$ cat src/rtl/mfd_pkg.sv
`timescale 1ns / 1ps
// ----------------------------------------------------------------------------
// mfd_pkg
// Shared types and constants for the motor feedback frame deframer.
// ----------------------------------------------------------------------------
package mfd_pkg;

  localparam int unsigned WindowBytes = 20;
  localparam int unsigned FrameWords  = 10;
  localparam int unsigned SignalWords = 8;
  localparam int unsigned FillWidth   = 5;
  localparam int unsigned AddrWidth   = 3;

  localparam logic [15:0] StartReset = 16'hABCD;

  // register index, taken from paddr[2]
  localparam logic RegStartWord = 1'b0;

  typedef logic [7:0]  byte_t;
  typedef logic [15:0] word_t;
  typedef logic [FillWidth-1:0] fill_t;

  // entry 0 oldest, entry WindowBytes-1 newest
  typedef byte_t [WindowBytes-1:0] window_t;
  typedef word_t [SignalWords-1:0] signals_t;

  typedef struct packed {
    logic    full;
    window_t bytes;
  } win_view_t;

  typedef struct packed {
    logic     hit;
    signals_t signals;
  } frame_match_t;

endpackage

$ cat src/rtl/motor_feedback_frame_deframer_unit.sv
`timescale 1ns / 1ps
// ----------------------------------------------------------------------------
// motor_feedback_frame_deframer_unit
// Finds XOR-16 checked feedback frames in a received byte stream and emits
// the eight signal words of each valid frame.
//
//   channel | dir | handshake                | payload
//   rx      | in  | rx_valid_i / rx_stall_o  | rx_byte_i
//   fb      | out | fb_valid_o / fb_stall_i  | command_one_o .. current_right_o
//   cfg     | in  | APB psel/penable/pready  | start_word at byte address 0
//
// One byte per cycle unless rx stalls; each frame is registered in the
// output register, or in the skid while fb stalls. The window shift and
// XOR check sit between the window register and the output register. A
// two-deep output stage (register plus skid) keeps rx open while one
// result waits; rx stalls only when both are full. Reset clears the fill
// count and the output stage, and sets start_word to 0xABCD.
// ----------------------------------------------------------------------------
module motor_feedback_frame_deframer_unit
  import mfd_pkg::*;
(
  input  logic                 clk_i,
  input  logic                 rst_ni,
  input  logic                 rx_valid_i,
  output logic                 rx_stall_o,
  input  logic [7:0]           rx_byte_i,
  output logic                 fb_valid_o,
  input  logic                 fb_stall_i,
  output logic signed [15:0]   command_one_o,
  output logic signed [15:0]   command_two_o,
  output logic signed [15:0]   speed_right_o,
  output logic signed [15:0]   speed_left_o,
  output logic signed [15:0]   battery_voltage_o,
  output logic signed [15:0]   board_temperature_o,
  output logic signed [15:0]   current_left_o,
  output logic signed [15:0]   current_right_o,
  input  logic                 psel,
  input  logic                 penable,
  input  logic                 pwrite,
  input  logic [AddrWidth-1:0] paddr,
  input  logic [31:0]          pwdata,
  output logic [31:0]          prdata,
  output logic                 pready
);

  word_t        start_word_q;
  win_view_t    view;
  frame_match_t match;
  logic         rx_fire, fb_fire, new_res;

  signals_t out_q, skid_q;
  logic     out_valid_q, skid_valid_q;

  // configuration
  assign pready = 1'b1;

  always_ff @(posedge clk_i or negedge rst_ni) begin
    if (!rst_ni) begin
      start_word_q <= StartReset;
    end else if (psel && penable && pwrite && pready && paddr[2] == RegStartWord) begin
      start_word_q <= pwdata[15:0];
    end
  end

  assign prdata = (paddr[2] == RegStartWord) ? {16'h0000, start_word_q} : 32'h0;

  // datapath
  assign rx_stall_o = skid_valid_q;
  assign rx_fire    = rx_valid_i && !rx_stall_o;

  mfd_window u_window (
    .clk_i     (clk_i),
    .rst_ni    (rst_ni),
    .push_i    (rx_fire),
    .rx_byte_i (rx_byte_i),
    .hit_i     (match.hit),
    .view_o    (view)
  );

  mfd_check u_check (
    .view_i       (view),
    .start_word_i (start_word_q),
    .match_o      (match)
  );

  assign new_res = rx_fire && match.hit;
  assign fb_fire = out_valid_q && !fb_stall_i;

  // output register with skid
  always_ff @(posedge clk_i or negedge rst_ni) begin
    if (!rst_ni) begin
      out_valid_q  <= 1'b0;
      skid_valid_q <= 1'b0;
    end else if (skid_valid_q) begin
      if (!out_valid_q || fb_fire) begin
        out_valid_q  <= 1'b1;
        skid_valid_q <= 1'b0;
      end
    end else if (!out_valid_q || fb_fire) begin
      out_valid_q <= new_res;
    end else if (new_res) begin
      skid_valid_q <= 1'b1;
    end
  end

  always_ff @(posedge clk_i) begin
    if (skid_valid_q) begin
      if (!out_valid_q || fb_fire) begin
        out_q <= skid_q;
      end
    end else if (!out_valid_q || fb_fire) begin
      if (new_res) begin
        out_q <= match.signals;
      end
    end else if (new_res) begin
      skid_q <= match.signals;
    end
  end

  assign fb_valid_o          = out_valid_q;
  assign command_one_o       = signed'(out_q[0]);
  assign command_two_o       = signed'(out_q[1]);
  assign speed_right_o       = signed'(out_q[2]);
  assign speed_left_o        = signed'(out_q[3]);
  assign battery_voltage_o   = signed'(out_q[4]);
  assign board_temperature_o = signed'(out_q[5]);
  assign current_left_o      = signed'(out_q[6]);
  assign current_right_o     = signed'(out_q[7]);

`ifndef SYNTHESIS
  a_skid_behind_out: assert property (@(posedge clk_i) disable iff (!rst_ni)
    skid_valid_q |-> out_valid_q) else $error("skid full with output empty");
  a_skid_fill_cause: assert property (@(posedge clk_i) disable iff (!rst_ni)
    $rose(skid_valid_q) |-> $past(out_valid_q && fb_stall_i && new_res))
    else $error("skid filled without a stalled result");
  a_result_lands: assert property (@(posedge clk_i) disable iff (!rst_ni)
    new_res |=> out_valid_q) else $error("result lost");
`endif

endmodule

$ cat src/rtl/mfd_window.sv
`timescale 1ns / 1ps
// ----------------------------------------------------------------------------
// mfd_window
// Twenty-byte shift window with fill count; presents the window as it stands
// once the incoming byte is shifted in.
// ----------------------------------------------------------------------------
module mfd_window
  import mfd_pkg::*;
(
  input  logic      clk_i,
  input  logic      rst_ni,
  input  logic      push_i,
  input  byte_t     rx_byte_i,
  input  logic      hit_i,
  output win_view_t view_o
);

  localparam fill_t FillFull = fill_t'(WindowBytes);
  localparam fill_t FillLast = fill_t'(WindowBytes - 1);

  window_t window_q, window_d;
  fill_t   fill_q, fill_d;

  always_comb begin
    for (int i = 0; i < WindowBytes - 1; i++) begin
      window_d[i] = window_q[i+1];
    end
    window_d[WindowBytes-1] = rx_byte_i;
  end

  assign view_o.bytes = window_d;
  assign view_o.full  = (fill_q >= FillLast);

  always_comb begin
    fill_d = fill_q;
    if (push_i) begin
      if (hit_i) begin
        fill_d = '0;
      end else if (fill_q >= FillLast) begin
        fill_d = FillFull;
      end else begin
        fill_d = fill_q + fill_t'(1);
      end
    end
  end

  always_ff @(posedge clk_i or negedge rst_ni) begin
    if (!rst_ni) begin
      fill_q <= '0;
    end else begin
      fill_q <= fill_d;
    end
  end

  always_ff @(posedge clk_i) begin
    if (push_i) begin
      window_q <= window_d;
    end
  end

`ifndef SYNTHESIS
  a_fill_range: assert property (@(posedge clk_i) disable iff (!rst_ni)
    fill_q <= FillFull) else $error("fill count out of range");
  a_hit_clears: assert property (@(posedge clk_i) disable iff (!rst_ni)
    push_i && hit_i |=> fill_q == '0) else $error("fill not cleared on frame");
  a_hit_needs_full: assert property (@(posedge clk_i) disable iff (!rst_ni)
    push_i && hit_i |-> view_o.full) else $error("frame found in partial window");
`endif

endmodule

$ cat src/rtl/mfd_check.sv
`timescale 1ns / 1ps
// ----------------------------------------------------------------------------
// mfd_check
// Start word and XOR check over the ten little-endian words of the window.
// ----------------------------------------------------------------------------
module mfd_check
  import mfd_pkg::*;
(
  input  win_view_t    view_i,
  input  word_t        start_word_i,
  output frame_match_t match_o
);

  word_t words [FrameWords];
  word_t xsum;

  always_comb begin
    for (int k = 0; k < FrameWords; k++) begin
      words[k] = {view_i.bytes[2*k+1], view_i.bytes[2*k]};
    end
  end

  always_comb begin
    xsum = '0;
    for (int k = 0; k < FrameWords - 1; k++) begin
      xsum = xsum ^ words[k];
    end
  end

  always_comb begin
    for (int k = 0; k < SignalWords; k++) begin
      match_o.signals[k] = words[k+1];
    end
  end

  assign match_o.hit = view_i.full && (words[0] == start_word_i)
                       && (xsum == words[FrameWords-1]);

endmodule
$ cat config.mk
export PLATFORM = sky130hd
export DESIGN_NAME = motor_feedback_frame_deframer_unit
export DESIGN_NICKNAME = d
export VERILOG_FILES = /design/src/rtl/mfd_pkg.sv /design/src/rtl/motor_feedback_frame_deframer_unit.sv /design/src/rtl/mfd_window.sv /design/src/rtl/mfd_check.sv
export SDC_FILE = /design/constraint.sdc
export NUM_CORES = 1
export LEC_CHECK = 0
export BUFFER_PORTS_ARGS = -buffer_cell sky130_fd_sc_hd__buf_4
export CAP_MARGIN = 20
export CORE_AREA = 2 2 201 184
export CTS_BUF_LIST = sky130_fd_sc_hd__clkbuf_4 sky130_fd_sc_hd__clkbuf_8 sky130_fd_sc_hd__clkbuf_16
export CTS_CLUSTER_SIZE = 40
export DETAILED_ROUTE_END_ITERATION = 7
export DIE_AREA = 0 0 203 186
export GPL_TIMING_DRIVEN = 0
export PLACE_DENSITY = 0.7
export SYNTH_ARGS = -nofsm -noshare
export SYNTH_HDL_FRONTEND = slang
export SYNTH_HIERARCHICAL = 1
export SYNTH_SLANG_ARGS = --single-unit
$ cat constraint.sdc
create_clock -name clk_i -period 35.5 [get_ports clk_i]
set_input_delay 3.55 -clock clk_i [delete_from_list [all_inputs] [get_ports clk_i]]
set_output_delay 3.55 -clock clk_i [all_outputs]
set_load 0.05 [all_outputs]
==> metrics.cfg <==
[clock_network]
cts_sinks = 431
cts-root-buf = clkbuf_16
cts_made_buffers = 45
cts-resized-gates = 0
cts_tree = yes
htreeDepth = 2
cts_hold_buf = 0
clk_latency_ns = 0.54
ctsLongestPathBuffers = 3
clk_pin_slew_worst_paths_ns = 0.06
post-cts-setup-buffer-count = 0

[synthesis]
synth.distinct_cells = 42
synth_edf_count = 408
synth_seq_area_share = 0.729
ys_ff_latch = 431
synth-async-reset-ratio = 0.0534
ys.flop_type = edfxtp_1
synth_area_mm2 = 0.0176
syn_area_per_cell_um2 = 18.3
yosys_warnings = 6
syn_inst = 960

[floorplan]
core_area_mm2 = 0.0356
die_x_um = 203
initial_core_util = 0.495
die_y_um = 186
core.rowCount = 66
die_area_mm2 = 0.0378
num_io_pins = 213

[final_layout]
syn2layout_area_growth_pct = 21.0
drive_gt1_frac = 0.479
final_net_count = 1260
fill_cells = 2633
register_area_mm2 = 0.0128
multi_input_area_mm2 = 0.00358
utilization = 0.599
num_antenna_cells = 0

[power_and_ir_drop]
seqPwrFrac = 0.508
internal_power_mw = 0.908
power_density_mw_per_mm2 = 54.9
p_leak_nw = 7.79
total_power_mw = 1.17
peakVddDrop_mv = 0.0337
combPwrFrac = 0.094
clockPowerShare = 0.398
swShare = 0.223
switchingPower_mw = 0.261

[sta]
hold_viol = 0
max_freq_ghz = 0.126
skew_ns = 0.0203
fin_ws_ns = 27.54
slew_headroom = 0.319
tns_ns = 0
rsz0062_at_grt = no
final.period_utilization = 0.224
worst_slew_pin_slew_ns = 1.02
final_max_slew_viol_count = 0
min_period_ns = 7.96
setup_viol = 0

[drt]
wl_met3_mm = 1.51
met2_length_mm = 15.9
wl_per_cell_um = 19.6
wl_met1_mm = 15.6
firstDrtPassIters = 4
drc = 0
drt_iter0_markers = 467
top_layer = met4
viasPerCell = 4.83
wirelength_mm = 33.6
vias = 8298
ant_nets = 0

[global_route]
grt_use_total = 0.178
first_global_vias = 8355
grt_max_degree = 60
grt_pass1_wl_mm = 50.1
globalRouteOverflowTotal = 0
grt_antenna_before_repair = 0

[run_status]
outcome = complete, no violations

[setup_path]
crit_required_ns = 31.95
critical_path.startpoint_type = input port
slowest_stage = clkbuf_1
slowest_delay_ns = 0.39
path_max_fanout = 10
crit_top_cell = buf_4
cp.arrival_ns = 4.41
crit_type = input port to output port
worstPathCellList = buf_4 > clkbuf_1 > nor2b_1 > buf_4
end_kind = output port

[hold_path]
hold_path.class = flip-flop to flip-flop

[place]
gp_congestion = 0.733
pre_cts_ws_ns = 27.55
io_buffers = 177
dp_hpwl_mm = 22.4

[run]
maxCapViolCount = 0

-- area by class of cell --
type                    instances  area share
flip-flops and latches        431       0.603
multi-input cells             374       0.168
repair buffers                187      0.0725
plain buffers                 169      0.0592
clock buffers                  53      0.0573
well taps                     476      0.0280
clock inverters                28      0.0119
inverters                       1    0.000176
-- logic make-up (layout without fill, tap and decap cells) --
family / count (synthesis) / in the layout / synth area share
DFF: 431 / 431 / 0.729
buffers and inverters: 170 / 438 / 0.0718
xor gates and xnor gates: 156 / 156 / 0.0812
muxes: 144 / 144 / 0.0942
and+or+nand+nor: 42 / 42 / 0.0168
AOI/OAI and AO/OA: 14 / 14 / 0.00583
other: 2 / 17 / 0.000426
adders and majority gates: 1 / 1 / 0.000710
-- worst max-delay path, delay by kind of cell --
family        cells  cell delay (ns)
simple gates      1             0.12
buf+inv           3             0.73
-- per-layer routing --
metal | vias up | track usage
met4 | 0 | 0.0476
met5 | - | 0
met1 | 4195 | 0.252
met3 | 49 | 0.0336
li1 | 3871 | -
met2 | 183 | 0.285
-- synthesized netlist by cell type, types with 4 or more instances --
| library cell | n | share of area |
|---|---|---|
| xor2_1 | 8 | 0.0040 |
| nand2_1 | 6 | 0.0013 |
| mux2_4 | 10 | 0.0085 |
| dfrtp_1 | 13 | 0.018 |
| nand4_1 | 6 | 0.0021 |
| buf_4 | 164 | 0.070 |
| mux2_2 | 134 | 0.086 |
| xnor2_1 | 143 | 0.071 |
| nor2b_1 | 11 | 0.0039 |
| a21oi_1 | 4 | 0.0011 |
| dfstp_2 | 10 | 0.015 |
| edfxtp_1 | 408 | 0.70 |
| and2b_1 | 6 | 0.0026 |
-- metrics by stage --
step / hold slack (ns) / std cells / instance area [um^2]
after floorplan: 0.449 / 975 / 17700
after global placement: 0.455 / 1628 / 19600
after detailed placement: 0.460 / 1638 / 19800
after CTS: 0.476 / 1719 / 21300
after global routing: 0.483 / 1719 / 21300
final: 0.475 / 1719 / 21300
-- final timing paths --
| check | start | end | slack [ns] | depth (start not counted) |
|---|---|---|---|---|
| setup / recovery | paddr[2] | prdata[12] | 27.54 | 4 |
| hold / removal | u_window/view_o[149]$_DFFE_PP_ | u_window/view_o[141]$_DFFE_PP_ | 0.48 | 0 |
| setup reg to reg | u_window/view_o[65]$_DFFE_PP_ | skid_q[10]$_DFFE_PP_ | 31.47 | 9 |
| hold reg to reg | u_window/view_o[149]$_DFFE_PP_ | u_window/view_o[141]$_DFFE_PP_ | 0.48 | 0 |
| max in group asynchronous | rst_ni | start_word_q[6]$_DFFE_PN1P_ | 32.32 | 1 |
| min in group asynchronous | rst_ni | u_window/fill_q[0]$_DFFE_PN0P_ | 2.90 | 1 |
-- registers in the layout (all words and copies together) (netlist names) --
register             cells
u_window/view_o        152
start_word_q            16
command_two_o           16
speed_left_o            16
skid_q                 128
command_one_o           16
speed_right_o           16
current_left_o          16
fb_valid_o               1
current_right_o         16
battery_voltage_o       16
rx_stall_o               1
u_window/fill_q          5
board_temperature_o     16
-- placed cells by master (no fill, tap or decap), types with 3 or more instances in the layout --
cell	synthesis	routed
clkbuf_16	0	47
clkinv_1	0	5
clkbuf_4	0	6
xnor3_1	3	3
a21oi_1	4	3
conb_1	2	17
dfstp_2	10	10
nand4_1	6	6
mux2_4	10	10
edfxtp_1	408	408
buf_12	0	8
buf_4	164	341
mux2_2	134	134
nand2_1	6	6
xnor2_1	143	143
xor2_1	8	8
bufinv_16	0	4
buf_2	3	3
nor2b_1	11	10
clkinv_2	0	14
dfrtp_1	13	13
and2b_1	6	6
-- power groups by stage --
stage | registers [mW] | logic [mW] | clock network [mW]
after floorplan | 0.600 | 0.0839 | 0
after global placement | 0.606 | 0.108 | 0
after detailed placement | 0.604 | 0.111 | 0
after CTS | 0.594 | 0.111 | 0.478
after global routing | 0.596 | 0.118 | 0.496
final | 0.594 | 0.110 | 0.466
(Power assumes the default switching activity.)
